<file path="src/sample_gap_linear_interpolator_defines.svh">
// Assertion macros shared by the gap interpolator RTL.
// Define NO_ASSERTIONS to compile the checks out.
`ifndef SAMPLE_GAP_LINEAR_INTERPOLATOR_DEFINES_SVH
`define SAMPLE_GAP_LINEAR_INTERPOLATOR_DEFINES_SVH

`ifndef NO_ASSERTIONS
// Plain property, checked on every clock edge outside reset.
`define SGLI_ASSERT(lbl, clk, rst_n, prop, msg) \
	lbl: assert property (@(posedge clk) disable iff (!rst_n) (prop)) else $error(msg);
// Same-cycle implication, checked on every clock edge outside reset.
`define SGLI_ASSERT_IMPL(lbl, clk, rst_n, ante, cons, msg) \
	lbl: assert property (@(posedge clk) disable iff (!rst_n) (ante) |-> (cons)) \
		else $error(msg);
`else
`define SGLI_ASSERT(lbl, clk, rst_n, prop, msg)
`define SGLI_ASSERT_IMPL(lbl, clk, rst_n, ante, cons, msg)
`endif

`endif

</file>
<file path="src/sgli_pkg.sv">
// Package for the gap interpolator: register map, status codes and shared types.
// No dependencies.
`timescale 1ns / 1ps

package sgli_pkg;

	localparam int MARKER_W  = 16;
	localparam int MAX_GAP_W = 5;
	localparam int PADDR_W   = 3;
	localparam int PDATA_W   = 32;
	localparam int REG_LSB   = 2;
	localparam int REG_IDX_W = PADDR_W - REG_LSB;

	localparam logic [REG_IDX_W-1:0] REG_MISSING_MARKER = 1'd0;
	localparam logic [REG_IDX_W-1:0] REG_MAX_GAP        = 1'd1;

	localparam logic [MARKER_W-1:0]  MARKER_RESET  = 16'hD8F1;
	localparam logic [MAX_GAP_W-1:0] MAX_GAP_RESET = 5'd5;

	localparam logic [1:0] STAT_OK    = 2'd0;
	localparam logic [1:0] STAT_LEAD  = 2'd1;
	localparam logic [1:0] STAT_INNER = 2'd2;
	localparam logic [1:0] STAT_TRAIL = 2'd3;

	typedef struct packed {
		logic [MARKER_W-1:0]  missing_marker;
		logic [MAX_GAP_W-1:0] max_gap;
	} cfg_t;

	typedef struct packed {
		logic busy;
		logic done;
	} div_status_t;

endpackage

</file>
<file path="src/sgli_if.sv">
// Request channels of the gap interpolator: sample input and result output.
// No dependencies.
`timescale 1ns / 1ps

interface sgli_in_if #(parameter int SAMPLE_WIDTH = 16) ();
	logic                           valid;
	logic                           ready;
	logic signed [SAMPLE_WIDTH-1:0] sample;
	logic                           series_last;

	modport source (output valid, output sample, output series_last, input ready);
	modport sink (input valid, input sample, input series_last, output ready);
endinterface

interface sgli_out_if #(parameter int SAMPLE_WIDTH = 16) ();
	logic                           valid;
	logic                           ready;
	logic signed [SAMPLE_WIDTH-1:0] value;
	logic [1:0]                     status;
	logic                           run_last;
	logic                           series_end;

	modport source (output valid, output value, output status, output run_last,
		output series_end, input ready);
	modport sink (input valid, input value, input status, input run_last,
		input series_end, output ready);
endinterface

</file>
<file path="src/sgli_apb.sv">
// APB configuration registers of the gap interpolator (missing marker, max gap).
// Depends on sgli_pkg.
`timescale 1ns / 1ps

module sgli_apb import sgli_pkg::*; (
	input  logic               clk,
	input  logic               arst_n,
	input  logic               psel,
	input  logic               penable,
	input  logic               pwrite,
	input  logic [PADDR_W-1:0] paddr,
	input  logic [PDATA_W-1:0] pwdata,
	output logic [PDATA_W-1:0] prdata,
	output logic               pready,
	output cfg_t               cfg
);

	logic [REG_IDX_W-1:0] idx;
	logic                 wr_en;
	cfg_t                 cfg_q;

	assign idx    = paddr[PADDR_W-1:REG_LSB];
	assign wr_en  = psel & penable & pwrite;
	assign pready = 1'b1;
	assign cfg    = cfg_q;

	always_ff @(posedge clk or negedge arst_n) begin
		if (!arst_n) begin
			cfg_q.missing_marker <= MARKER_RESET;
			cfg_q.max_gap        <= MAX_GAP_RESET;
		end else if (wr_en) begin
			case (idx)
				REG_MISSING_MARKER: cfg_q.missing_marker <= pwdata[MARKER_W-1:0];
				REG_MAX_GAP:        cfg_q.max_gap <= pwdata[MAX_GAP_W-1:0];
				default:            cfg_q <= cfg_q;
			endcase
		end
	end

	always_comb begin
		case (idx)
			REG_MISSING_MARKER: prdata = PDATA_W'(cfg_q.missing_marker);
			REG_MAX_GAP:        prdata = PDATA_W'(cfg_q.max_gap);
			default:            prdata = '0;
		endcase
	end

endmodule

</file>
<file path="src/sgli_divider.sv">
// Restoring divider, one quotient bit per cycle, shared by every inner-gap fill run.
// Depends on sgli_pkg and the assertion macro header.
`timescale 1ns / 1ps
`include "sample_gap_linear_interpolator_defines.svh"

module sgli_divider import sgli_pkg::*; #(
	parameter int DW = 16,
	parameter int VW = 6
) (
	input  logic          clk,
	input  logic          arst_n,
	input  logic          start,
	input  logic [DW-1:0] dividend,
	input  logic [VW-1:0] divisor,
	output div_status_t   status,
	output logic [DW-1:0] quotient,
	output logic [VW-1:0] remainder
);

	localparam int CNT_W = $clog2(DW + 1);

	logic [DW-1:0]    dvd_q;
	logic [VW-1:0]    rem_q;
	logic [VW-1:0]    dsr_q;
	logic [CNT_W-1:0] cnt_q;
	logic             busy_q;
	logic             done_q;

	logic [VW:0]   trial;
	logic [VW:0]   trial_sub;
	logic          fits;
	logic [VW-1:0] rem_d;

	assign trial     = {rem_q, dvd_q[DW-1]};
	assign trial_sub = trial - {1'b0, dsr_q};
	assign fits      = trial >= {1'b0, dsr_q};
	assign rem_d     = fits ? trial_sub[VW-1:0] : trial[VW-1:0];

	assign status.busy = busy_q;
	assign status.done = done_q;
	assign quotient    = dvd_q;
	assign remainder   = rem_q;

	always_ff @(posedge clk or negedge arst_n) begin
		if (!arst_n) begin
			dvd_q  <= '0;
			rem_q  <= '0;
			dsr_q  <= '0;
			cnt_q  <= '0;
			busy_q <= 1'b0;
			done_q <= 1'b0;
		end else begin
			done_q <= 1'b0;
			if (start) begin
				dvd_q  <= dividend;
				dsr_q  <= divisor;
				rem_q  <= '0;
				cnt_q  <= '0;
				busy_q <= 1'b1;
			end else if (busy_q) begin
				dvd_q <= {dvd_q[DW-2:0], fits};
				rem_q <= rem_d;
				cnt_q <= cnt_q + CNT_W'(1);
				if (cnt_q == CNT_W'(DW - 1)) begin
					busy_q <= 1'b0;
					done_q <= 1'b1;
				end
			end
		end
	end

	`SGLI_ASSERT_IMPL(a_div_cnt_range, clk, arst_n, busy_q, cnt_q < CNT_W'(DW), "divider step count out of range")
	`SGLI_ASSERT_IMPL(a_div_done_pulse, clk, arst_n, done_q, !busy_q, "divider done while busy")
	`SGLI_ASSERT_IMPL(a_div_divisor_nonzero, clk, arst_n, busy_q, dsr_q != '0, "divide by zero")

endmodule

</file>
<file path="src/sample_gap_linear_interpolator.sv">
// Gap interpolator top level: sequencer, fill stepper and output register.
// Depends on sgli_pkg, sgli_if, sgli_apb, sgli_divider and the assertion macros.
//
// Usage:
//   samples : sink channel (sample, series_last), accepted when valid & ready.
//   results : source channel (value, status, run_last, series_end), one
//             registered stage; a result is taken when valid & ready.
//   APB     : missing_marker at 0x0, max_gap at 0x4; pready is always high.
// One sample is worked on at a time; samples.ready is high only while idle.
// States from acceptance until ready again:
//   missing sample or dropped sample : IDLE, DECIDE
//   valid sample, no gap             : IDLE, DECIDE, FINAL
//   valid sample after leading gap g : IDLE, DECIDE, EMIT for each of g copies, FINAL
//   valid sample after inner gap g   : IDLE, DECIDE, DIV, EMIT for each of g fills, FINAL
//   (in DIV the bit-serial divider works out one quotient bit per cycle; EMIT then gives
//   one fill value per cycle, while the result port is not stalled, from the shared add/compare step)
// Fill values come out one per cycle unless the result port stalls; the final result carries run_last.
// A stalled result port holds the current result and pauses the sequencer.
// Reset clears the series state and loads the register defaults
// (missing_marker -9999, max_gap 5); no clearing pass is needed.
`timescale 1ns / 1ps
`include "sample_gap_linear_interpolator_defines.svh"

module sample_gap_linear_interpolator import sgli_pkg::*; #(
	parameter int MAX_GAP      = 31,
	parameter int SAMPLE_WIDTH = 16
) (
	input  logic               clk,
	input  logic               arst_n,
	sgli_in_if.sink            samples,
	sgli_out_if.source         results,
	input  logic               psel,
	input  logic               penable,
	input  logic               pwrite,
	input  logic [PADDR_W-1:0] paddr,
	input  logic [PDATA_W-1:0] pwdata,
	output logic [PDATA_W-1:0] prdata,
	output logic               pready
);

	localparam int LIMIT_MAX = (MAX_GAP < 31) ? MAX_GAP : 31;
	localparam int GAP_W     = $clog2(LIMIT_MAX + 2);
	localparam int GCMP_W    = (GAP_W > MAX_GAP_W) ? GAP_W : MAX_GAP_W;
	localparam int CMP_W     = (SAMPLE_WIDTH > MARKER_W) ? SAMPLE_WIDTH : MARKER_W;
	localparam logic [MAX_GAP_W-1:0] LIMIT_CAP = MAX_GAP_W'(LIMIT_MAX);

	typedef enum logic [2:0] {
		ST_IDLE,
		ST_DECIDE,
		ST_DIV,
		ST_EMIT,
		ST_FINAL
	} state_t;

	state_t                         state_q;
	logic signed [SAMPLE_WIDTH-1:0] sample_q;
	logic                           last_q;
	logic signed [SAMPLE_WIDTH-1:0] anchor_q;
	logic [GAP_W-1:0]               gap_q;
	logic                           seen_q;
	logic                           failed_q;
	logic                           copy_q;
	logic                           neg_q;
	logic [GAP_W-1:0]               k_q;
	logic [SAMPLE_WIDTH-1:0]        qs_q;
	logic [GAP_W:0]                 rs_q;
	logic [SAMPLE_WIDTH-1:0]        acc_q;
	logic [GAP_W:0]                 racc_q;
	logic                           out_valid_q;
	logic signed [SAMPLE_WIDTH-1:0] out_value_q;
	logic [1:0]                     out_status_q;
	logic                           out_run_last_q;
	logic                           out_end_q;

	cfg_t                           cfg;
	logic [MAX_GAP_W-1:0]           limit;
	logic signed [CMP_W-1:0]        sample_x;
	logic signed [CMP_W-1:0]        marker_x;
	logic                           is_missing;
	logic [GAP_W-1:0]               gap_inc;
	logic                           too_long;
	logic signed [SAMPLE_WIDTH:0]   diff;
	logic signed [SAMPLE_WIDTH:0]   diff_neg;
	logic [SAMPLE_WIDTH-1:0]        mag;
	logic [GAP_W:0]                 two_den;
	logic [GAP_W+1:0]               rem_sum;
	logic [GAP_W+1:0]               rem_sub;
	logic                           rem_wrap;
	logic [GAP_W:0]                 rem_next;
	logic [SAMPLE_WIDTH-1:0]        quo_next;
	logic signed [SAMPLE_WIDTH:0]   step_s;
	logic signed [SAMPLE_WIDTH:0]   interp_wide;
	logic signed [SAMPLE_WIDTH-1:0] interp_val;
	logic                           push_ok;
	logic                           div_start;
	div_status_t                    div_st;
	logic [SAMPLE_WIDTH-1:0]        div_quo;
	logic [GAP_W-1:0]               div_rem;

	sgli_apb u_apb (
		.clk     (clk),
		.arst_n  (arst_n),
		.psel    (psel),
		.penable (penable),
		.pwrite  (pwrite),
		.paddr   (paddr),
		.pwdata  (pwdata),
		.prdata  (prdata),
		.pready  (pready),
		.cfg     (cfg)
	);

	sgli_divider #(
		.DW (SAMPLE_WIDTH),
		.VW (GAP_W)
	) u_div (
		.clk       (clk),
		.arst_n    (arst_n),
		.start     (div_start),
		.dividend  (mag),
		.divisor   (gap_inc),
		.status    (div_st),
		.quotient  (div_quo),
		.remainder (div_rem)
	);

	always_comb begin
		sample_x    = CMP_W'(sample_q);
		marker_x    = CMP_W'($signed(cfg.missing_marker));
		is_missing  = sample_x == marker_x;
		limit       = (cfg.max_gap < LIMIT_CAP) ? cfg.max_gap : LIMIT_CAP;
		gap_inc     = gap_q + GAP_W'(1);
		too_long    = GCMP_W'(gap_inc) > GCMP_W'(limit);
		diff        = (SAMPLE_WIDTH+1)'(sample_q) - (SAMPLE_WIDTH+1)'(anchor_q);
		diff_neg    = -diff;
		mag         = diff[SAMPLE_WIDTH] ? diff_neg[SAMPLE_WIDTH-1:0]
			: diff[SAMPLE_WIDTH-1:0];
		two_den     = {gap_inc, 1'b0};
		rem_sum     = (GAP_W+2)'(racc_q) + (GAP_W+2)'(rs_q);
		rem_sub     = rem_sum - (GAP_W+2)'(two_den);
		rem_wrap    = rem_sum >= (GAP_W+2)'(two_den);
		rem_next    = rem_wrap ? rem_sub[GAP_W:0] : rem_sum[GAP_W:0];
		quo_next    = acc_q + qs_q + SAMPLE_WIDTH'(rem_wrap);
		step_s      = $signed({1'b0, quo_next});
		interp_wide = (SAMPLE_WIDTH+1)'(anchor_q) + (neg_q ? -step_s : step_s);
		interp_val  = interp_wide[SAMPLE_WIDTH-1:0];
		push_ok     = !out_valid_q || results.ready;
		div_start   = (state_q == ST_DECIDE) && !failed_q && !is_missing && seen_q
			&& (gap_q != '0);
	end

	assign samples.ready      = (state_q == ST_IDLE);
	assign results.valid      = out_valid_q;
	assign results.value      = out_value_q;
	assign results.status     = out_status_q;
	assign results.run_last   = out_run_last_q;
	assign results.series_end = out_end_q;

	always_ff @(posedge clk or negedge arst_n) begin
		if (!arst_n) begin
			state_q        <= ST_IDLE;
			sample_q       <= '0;
			last_q         <= 1'b0;
			anchor_q       <= '0;
			gap_q          <= '0;
			seen_q         <= 1'b0;
			failed_q       <= 1'b0;
			copy_q         <= 1'b0;
			neg_q          <= 1'b0;
			k_q            <= '0;
			qs_q           <= '0;
			rs_q           <= '0;
			acc_q          <= '0;
			racc_q         <= '0;
			out_valid_q    <= 1'b0;
			out_value_q    <= '0;
			out_status_q   <= STAT_OK;
			out_run_last_q <= 1'b0;
			out_end_q      <= 1'b0;
		end else begin
			if (results.ready) begin
				out_valid_q <= 1'b0;
			end
			case (state_q)
				ST_IDLE: begin
					if (samples.valid) begin
						sample_q <= samples.sample;
						last_q   <= samples.series_last;
						state_q  <= ST_DECIDE;
					end
				end
				ST_DECIDE: begin
					if (failed_q) begin
						if (last_q) begin
							anchor_q <= '0;
							gap_q    <= '0;
							seen_q   <= 1'b0;
							failed_q <= 1'b0;
						end
						state_q <= ST_IDLE;
					end else if (is_missing) begin
						if (too_long || last_q) begin
							if (push_ok) begin
								out_valid_q    <= 1'b1;
								out_value_q    <= '0;
								out_status_q   <= too_long ? (seen_q ? STAT_INNER : STAT_LEAD)
									: STAT_TRAIL;
								out_run_last_q <= 1'b1;
								out_end_q      <= last_q;
								gap_q          <= gap_inc;
								failed_q       <= too_long;
								if (last_q) begin
									anchor_q <= '0;
									gap_q    <= '0;
									seen_q   <= 1'b0;
									failed_q <= 1'b0;
								end
								state_q <= ST_IDLE;
							end
						end else begin
							gap_q   <= gap_inc;
							state_q <= ST_IDLE;
						end
					end else begin
						neg_q  <= diff[SAMPLE_WIDTH];
						k_q    <= gap_q;
						copy_q <= !seen_q;
						if (gap_q == '0) begin
							state_q <= ST_FINAL;
						end else if (!seen_q) begin
							state_q <= ST_EMIT;
						end else begin
							state_q <= ST_DIV;
						end
					end
				end
				ST_DIV: begin
					if (div_st.done) begin
						qs_q    <= div_quo;
						rs_q    <= {div_rem, 1'b0};
						acc_q   <= '0;
						racc_q  <= (GAP_W+1)'(gap_inc);
						state_q <= ST_EMIT;
					end
				end
				ST_EMIT: begin
					if (push_ok) begin
						out_valid_q    <= 1'b1;
						out_value_q    <= copy_q ? sample_q : interp_val;
						out_status_q   <= STAT_OK;
						out_run_last_q <= 1'b0;
						out_end_q      <= 1'b0;
						acc_q          <= quo_next;
						racc_q         <= rem_next;
						k_q            <= k_q - GAP_W'(1);
						if (k_q == GAP_W'(1)) begin
							state_q <= ST_FINAL;
						end
					end
				end
				ST_FINAL: begin
					if (push_ok) begin
						out_valid_q    <= 1'b1;
						out_value_q    <= sample_q;
						out_status_q   <= STAT_OK;
						out_run_last_q <= 1'b1;
						out_end_q      <= last_q;
						anchor_q       <= sample_q;
						gap_q          <= '0;
						seen_q         <= 1'b1;
						if (last_q) begin
							anchor_q <= '0;
							seen_q   <= 1'b0;
							failed_q <= 1'b0;
						end
						state_q <= ST_IDLE;
					end
				end
				default: begin
					state_q <= ST_IDLE;
				end
			endcase
		end
	end

	`SGLI_ASSERT_IMPL(a_div_in_div_state, clk, arst_n, div_st.busy || div_st.done, state_q == ST_DIV, "divider active outside divide state")
	`SGLI_ASSERT_IMPL(a_emit_count, clk, arst_n, state_q == ST_EMIT, (k_q != '0) && (gap_q != '0), "fill count empty while emitting")
	`SGLI_ASSERT_IMPL(a_rem_bound, clk, arst_n, (state_q == ST_EMIT) && !copy_q, racc_q < two_den, "fill remainder out of range")

endmodule
</file>
<file path="src/flat_wrapper.sv">
// flat-port wrapper written by rule: the top's interface ports become plain ports
module sample_gap_linear_interpolator_flat import sgli_pkg::*;
#(
	parameter int MAX_GAP      = 31,
	parameter int SAMPLE_WIDTH = 16
)
  (clk, arst_n, psel, penable, pwrite, paddr, pwdata, prdata, pready, samples_valid, samples_sample, samples_series_last, samples_ready, results_valid, results_value, results_status, results_run_last, results_series_end, results_ready);
  sgli_in_if #(.SAMPLE_WIDTH(SAMPLE_WIDTH)) samples_i ();
  sgli_out_if #(.SAMPLE_WIDTH(SAMPLE_WIDTH)) results_i ();
  input  logic clk;
  input  logic arst_n;
  input  logic psel;
  input  logic penable;
  input  logic pwrite;
  input  logic [PADDR_W-1:0] paddr;
  input  logic [PDATA_W-1:0] pwdata;
  output logic [PDATA_W-1:0] prdata;
  output logic pready;
  input wire logic [$bits(samples_i.valid)-1:0] samples_valid;
  input wire logic [$bits(samples_i.sample)-1:0] samples_sample;
  input wire logic [$bits(samples_i.series_last)-1:0] samples_series_last;
  output wire logic [$bits(samples_i.ready)-1:0] samples_ready;
  output wire logic [$bits(results_i.valid)-1:0] results_valid;
  output wire logic [$bits(results_i.value)-1:0] results_value;
  output wire logic [$bits(results_i.status)-1:0] results_status;
  output wire logic [$bits(results_i.run_last)-1:0] results_run_last;
  output wire logic [$bits(results_i.series_end)-1:0] results_series_end;
  input wire logic [$bits(results_i.ready)-1:0] results_ready;
  assign samples_i.valid = samples_valid;
  assign samples_i.sample = samples_sample;
  assign samples_i.series_last = samples_series_last;
  assign samples_ready = samples_i.ready;
  assign results_valid = results_i.valid;
  assign results_value = results_i.value;
  assign results_status = results_i.status;
  assign results_run_last = results_i.run_last;
  assign results_series_end = results_i.series_end;
  assign results_i.ready = results_ready;
  sample_gap_linear_interpolator #(.MAX_GAP(MAX_GAP), .SAMPLE_WIDTH(SAMPLE_WIDTH)) u_core (.clk(clk), .arst_n(arst_n), .samples(samples_i), .results(results_i), .psel(psel), .penable(penable), .pwrite(pwrite), .paddr(paddr), .pwdata(pwdata), .prdata(prdata), .pready(pready));
endmodule
</file>
<file path="config.mk">
export PLATFORM = sky130hd
export DESIGN_NAME = sample_gap_linear_interpolator_flat
export DESIGN_NICKNAME = d
export VERILOG_FILES = /design/src/sgli_pkg.sv /design/src/sgli_if.sv /design/src/sgli_apb.sv /design/src/sgli_divider.sv /design/src/sample_gap_linear_interpolator.sv /design/src/flat_wrapper.sv
export VERILOG_INCLUDE_DIRS = /design/src /design/src/src
export SDC_FILE = /design/constraint.sdc
export NUM_CORES = 1
export LEC_CHECK = 0
export CORE_MARGIN = 2
export CORE_UTILIZATION = 50
export DETAILED_ROUTE_END_ITERATION = 10
export DONT_BUFFER_PORTS = 1
export SLEW_MARGIN = 20
export SYNTH_ARGS = -nofsm -noshare
export SYNTH_HDL_FRONTEND = slang
export SYNTH_SLANG_ARGS = --single-unit
</file>
<file path="constraint.sdc">
create_clock -name clk -period 8.9 [get_ports clk]
set_input_delay 1.335 -clock clk [delete_from_list [all_inputs] [get_ports clk]]
set_output_delay 1.335 -clock clk [all_outputs]
set_load 0.1 [all_outputs]
</file>
==> run summary, run 1 <==
CP max stage cell: or4b_2
Hold Path Class: flop to flop
min Tclk post-route: 7120 ps
synth warn: 0
share of cells above drive strength 1: 10.7%
crit-path max FO: 7
IO Port Bufs: 0
final setup TNS: 0 ps
CP arrival: 7490 ps
Clock Path Buffers: 2
Post-Route WL: 28.3 mm
Compound-Gate Fraction of Synth Area: 17.6%
Reg power frac: 31.6%
xor and xnor area share after synthesis: 6.69%
synthesized flop and latch total: 174
DRC: 0
final period utilization: 80.0%
final instance area: 12600 um2
largest net degree at the start of global routing: 175
non-filler cells, final: 1627
total grt overflow: 0
most frequent cells in the layout: nand2_1, dfrtp_1, o21ai_0
Gate Count Post-Synth: 1310
Mapped Avg Cell Area: 8.95 um2
initial antenna violation count: 0
Max-cap violations: 0
height of the die: 157 um
switching share of power: 49.4%
pre-CTS WS: 1740 ps
placed insts: 1594
cell area after synthesis: 11700 um2
simple-gate share of the synthesized area: 16.8%
CTS Sinks: 174
H-tree Lvls: 4
I/O Pins: 114
gpl congestion: 0.870
DP HPWL: 20.8 mm
Hold-fix buffers, CTS: 0
post-synthesis mux area share: 6.27%
Worst EP required: 9270 ps
endpoints failing hold: 0
diodes inserted: 0
die area: 24700 um2
FF-to-FF End: u_core.results.value[14]$_DFFE_PN0P_
commonest non-fill, non-tap cell in the layout: nand2_1
worst r2r src: u_core.racc_q[1]$_DFFE_PN0P_
pwr/cell area: 355 nW/um2
first-pass GRT wire length: 45.9 mm
core area: 23300 um2
Core Util, Final: 54.1%
worst slew pin tran: 1080 ps
run status: finished, final reports clean
sequential-to-total area share from yosys stat: 37.2%
Root Driver: clkbuf_16
top cells by area, synth: dfrtp_1, ha_1, nand2_1
CP bufs+invs: 1
row count: 56
max incr delay on CP: 630 ps
Final Max Tran Viols: 0
setup slack, reg-to-reg: 1780 ps
EDFF count, synth: 0
Via Count: 9033
hold slack: 489 ps
internal power: 2.26 mW
DR iter-0 viols: 559
Post-CTS Setup Bufs: 0
GRT Util Overall: 23.8%
Synth cell types: 74
worst hold path depth: 2
wire per inst: 17.4 um
skew final: 16.6 ps
relative slew slack: 27.7%
Synth area leader: dfrtp_1
cells on worst reg2reg path: 28
Starting Density: 50.4%
Peak VDD IR: 194 uV
first drt pass iteration count: 5
Hold Path Origin: u_core.u_div.dsr_q[4]$_DFFE_PN0P_
Achievable Freq: 140 MHz
total CTS buffers: 17
Post-layout nets: 1440
Psw: 2.21 mW
synth-to-layout area growth: 7.34%
Worst path top cell family by delay: simple AND/OR/NAND/NOR gates
LEAKAGE: 5.74 nW
clk_lat worst skew: 450 ps
placed cell area: 12000 um2
Post-synth top flop: dfrtp_1
unrepaired setup endpoints after global routing: no
post-synthesis async set-or-reset flop share: 100%
Critical Path Sink Type: flop
vias per cell: 5.55
clock share of power: 17.5%
startpoint types: flop
Post-Synth Adder-Cell Area: 9.62%
Yosys top cell area share: 34.8%
die width: 157 um
PostCTS Resize Cnt: 0
register clock-pin slew on the reported worst setup and hold paths: 80 ps
CTS tree: built
antenna-violating nets left: 0
worst min-delay path endpoint: u_core.u_div.dsr_q[4]$_DFFE_PN0P_
worst setup margin: 1780 ps
vias in the first global route: 8523
Final setup violation count: 0
Total Power: 4.47 mW
worst setup path class: flop to flop
Fill cells: 2186
largest family of logic cells by synthesized area: compound AO/OA/AOI/OAI gates
Logic pwr share: 51.0%
worst reg2reg max path, delay by kind of cell, from the launching register on:
family	cells	cell delay [ps]
flip-flops	1	390
AO/OA/AOI/OAI	9	1890
XOR/XNOR	2	460
adder cells (fa/ha/maj)	6	1690
AND/OR/NAND/NOR	10	2490
buffers and inverters	1	150
logic make-up (layout without fill, tap and decap cells):
logic type / after synthesis / count (layout)
AND/OR/NAND/NOR: 427 / 427
other: 2 / 17
multiplexers: 67 / 67
XOR/XNOR: 88 / 88
AO/OA/AOI/OAI: 326 / 326
adder cells (fa/ha/maj): 86 / 86
flip-flops: 174 / 174
buffers and inverters: 140 / 123
flip-flops by register name, summed over array words and instances (netlist names), 7 cells and up:
register,flops
u_core.acc_q,16
u_core.anchor_q,16
u_core.qs_q,16
u_core.racc_q,7
u_core.results.value,16
u_core.sample_q,16
u_core.u_apb.cfg,21
u_core.u_div.quotient,16
power groups by stage:
stage / clock [mW] / sequential (mW) / combinational, mW
2_1_floorplan: 0 / 1.32 / 1.88
3_3_place_gp: 0 / 1.43 / 2.25
3_5_place_dp: 0 / 1.43 / 2.27
4_1_cts: 0.798 / 1.41 / 2.28
5_1_grt: 0.827 / 1.44 / 2.55
6_report: 0.781 / 1.41 / 2.28
worst max-delay path by stage:
stage	startpoint	end	slack (ps)	cells past startpoint
finish	u_core.racc_q[1]$_DFFE_PN0P_	u_core.results.value[14]$_DFFE_PN0P_	1780	28
detailed placement	u_core.racc_q[1]$_DFFE_PN0P_	u_core.results.value[14]$_DFFE_PN0P_	1740	28
global placement	u_core.racc_q[1]$_DFFE_PN0P_	u_core.results.value[14]$_DFFE_PN0P_	1850	28
global route	u_core.racc_q[1]$_DFFE_PN0P_	u_core.results.value[14]$_DFFE_PN0P_	1120	28
CTS	u_core.racc_q[1]$_DFFE_PN0P_	u_core.results.value[14]$_DFFE_PN0P_	1720	28
floorplan	u_core.racc_q[1]$_DFFE_PN0P_	u_core.results.value[14]$_DFFE_PN0P_	2620	28
routing by layer:
metal	routed length, um	up-vias	global-route usage (%)
li1	-	4524	-
met1	13400	4305	33.2
met2	13100	171	38.2
met3	1200	33	4.24
met4	517	0	6.75
met5	0	-	0
final cells by class:
| cell class | count | area [um2] | share of cell area, % |
|---|---|---|---|
| multi-input combinational | 1011 | 6800 | 54.0 |
| tap | 319 | 399 | 3.17 |
| clock inverter | 15 | 189 | 1.50 |
| sequential | 174 | 4370 | 34.7 |
| inverter | 76 | 285 | 2.27 |
| timing repair buffer | 15 | 128 | 1.01 |
| clock buffer | 17 | 425 | 3.38 |
synth_stat cells (all sizes together), types with 6 or more instances:
cell / number
nand2: 209
dfrtp: 163
o21ai: 122
ha: 79
inv: 76
nor2: 63
a21oi: 59
mux2: 52
xor2: 45
clkbuf: 42
xnor2: 42
nand3: 33
nor2b: 29
a21o: 19
buf: 19
a22oi: 18
o21a: 18
nand2b: 16
o211ai: 16
mux2i: 15
nor3: 15
a211oi: 12
o31ai: 12
or3: 12
dfstp: 11
and3: 10
fa: 7
nand4: 7
o21bai: 6
No activity file was read; power rests on OpenSTA's default activity.
==> inputs of run 2 (changes only) <==
==> constraint.sdc (replaced) <==
create_clock -name clk -period 7.4 [get_ports clk]
set_input_delay 1.11 -clock clk [delete_from_list [all_inputs] [get_ports clk]]
set_output_delay 1.11 -clock clk [all_outputs]
set_load 0.1 [all_outputs]
==> run summary, run 2 (synthesis results as in run 1) <==
unrepaired setup endpoints after global routing: no
core area: 23300 um2
synth-to-layout area growth: 7.99%
IO Port Bufs: 0
first drt pass iteration count: 5
DR iter-0 viols: 525
max reg flops: 21
Final Max Tran Viols: 0
diodes inserted: 0
H-tree Lvls: 4
worst setup path class: flop to flop
placed insts: 1601
DP HPWL: 21.2 mm
Via Count: 9079
startpoint types: flop
Worst EP required: 7760 ps
wire per inst: 17.6 um
die area: 24700 um2
run status: finished, final reports clean
register clock-pin slew on the reported worst setup and hold paths: 80 ps
first-pass GRT wire length: 47.0 mm
GRT Util Overall: 24.4%
hold slack: 356 ps
Post-Route WL: 28.7 mm
crit-path max FO: 4
vias per cell: 5.56
worst slew pin tran: 1070 ps
skew final: 18.8 ps
setup slack, reg-to-reg: 740 ps
commonest non-fill, non-tap cell in the layout: nand2_1
vias in the first global route: 8750
Root Driver: clkbuf_16
row count: 56
share of cells above drive strength 1: 11.4%
Final setup violation count: 0
Hold-fix buffers, CTS: 0
pwr/cell area: 428 nW/um2
initial antenna violation count: 0
min Tclk post-route: 6660 ps
final period utilization: 90.0%
die width: 157 um
relative slew slack: 28.1%
I/O Pins: 114
CP max stage cell: or4b_2
final setup TNS: 0 ps
Peak VDD IR: 233 uV
total CTS buffers: 17
CTS Sinks: 174
Critical Path Sink Type: flop
Post-layout nets: 1447
max incr delay on CP: 640 ps
total grt overflow: 0
endpoints failing hold: 0
CTS tree: built
LEAKAGE: 5.78 nW
Clock Path Buffers: 2
Hold Path Class: input port to asynchronous set/reset pin
Max-cap violations: 0
non-filler cells, final: 1634
clk_lat worst skew: 450 ps
height of the die: 157 um
Starting Density: 50.4%
DRC: 0
Achievable Freq: 150 MHz
largest net degree at the start of global routing: 175
most frequent cells in the layout: nand2_1, dfrtp_1, o21ai_0
antenna-violating nets left: 0
CP arrival: 7020 ps
gpl congestion: 0.878
-- run 2: through the flow --
stage | instance area [um2] | total power [mW] | utilization [%] | setup slack [ps]
after CTS | 12600 | 5.44 | 54.4 | 464
final | 12700 | 5.42 | 54.4 | 741
after global routing | 12700 | 5.86 | 54.4 | 66.5
after floorplan | 11800 | 3.84 | - | 1120
after global placement | 12000 | 4.44 | 51.7 | 633
after detailed placement | 12000 | 4.48 | 51.7 | 491
-- run 2: timing repair --
item,in CTS,in global routing
setup endpoints to repair,0,1
resized for setup,0,3
buffers inserted,0,0
endpoints found under the hold margin,0,0
-- run 2: worst paths after layout --
| path | start | end | cells past startpoint |
|---|---|---|---|
| min in group clk | u_core.u_div.dsr_q[3]$_DFFE_PN0P_ | u_core.u_div.dsr_q[3]$_DFFE_PN0P_ | 2 |
| setup reg to reg | u_core.racc_q[1]$_DFFE_PN0P_ | u_core.results.value[14]$_DFFE_PN0P_ | 28 |
| max in group asynchronous | arst_n | u_core.u_apb.cfg[5]$_DFFE_PN1P_ | 0 |
| hold reg to reg | u_core.u_div.dsr_q[3]$_DFFE_PN0P_ | u_core.u_div.dsr_q[3]$_DFFE_PN0P_ | 2 |
| hold / removal | arst_n | u_core.k_q[5]$_DFFE_PN0P_ | 0 |
| setup / recovery | u_core.racc_q[1]$_DFFE_PN0P_ | u_core.results.value[14]$_DFFE_PN0P_ | 28 |
-- run 2: critical path, delay by kind of cell, from the launching register on --
kind	cells	cell delay, ps
DFF	1	390
buffers and inverters	2	210
AOI/OAI and AO/OA	10	1860
adders and majority gates	6	2090
and+or+nand+nor	8	1660
xor gates and xnor gates	2	360
-- run 2: report_power, final --
part	internal, mW	switching (mW)	total, mW
clock	0.467	0.478	0.945
combinational	1.11	1.68	2.78
sequential	1.17	0.520	1.69
total	2.75	2.68	5.42
-- run 2: layout make-up --
type,count,area [um2]
Tap cell,319,399
Inverter,76,285
Timing Repair Buffer,22,180
Clock buffer,17,425
Multi-Input combinational cell,1011,6800
Clock inverter,15,204
Fill cell,2202,10600
Sequential cell,174,4370
-- run 2: routing by layer --
| layer | global-route usage (%) | part of all wire [%] | vias to the layer above |
|---|---|---|---|
| li1 | - | - | 4531 |
| met1 | 34.5 | 48 | 4340 |
| met2 | 39.1 | 47 | 180 |
| met3 | 4.13 | 3.9 | 28 |
| met4 | 5.97 | 1.4 | 0 |
| met5 | 0 | 0 | - |
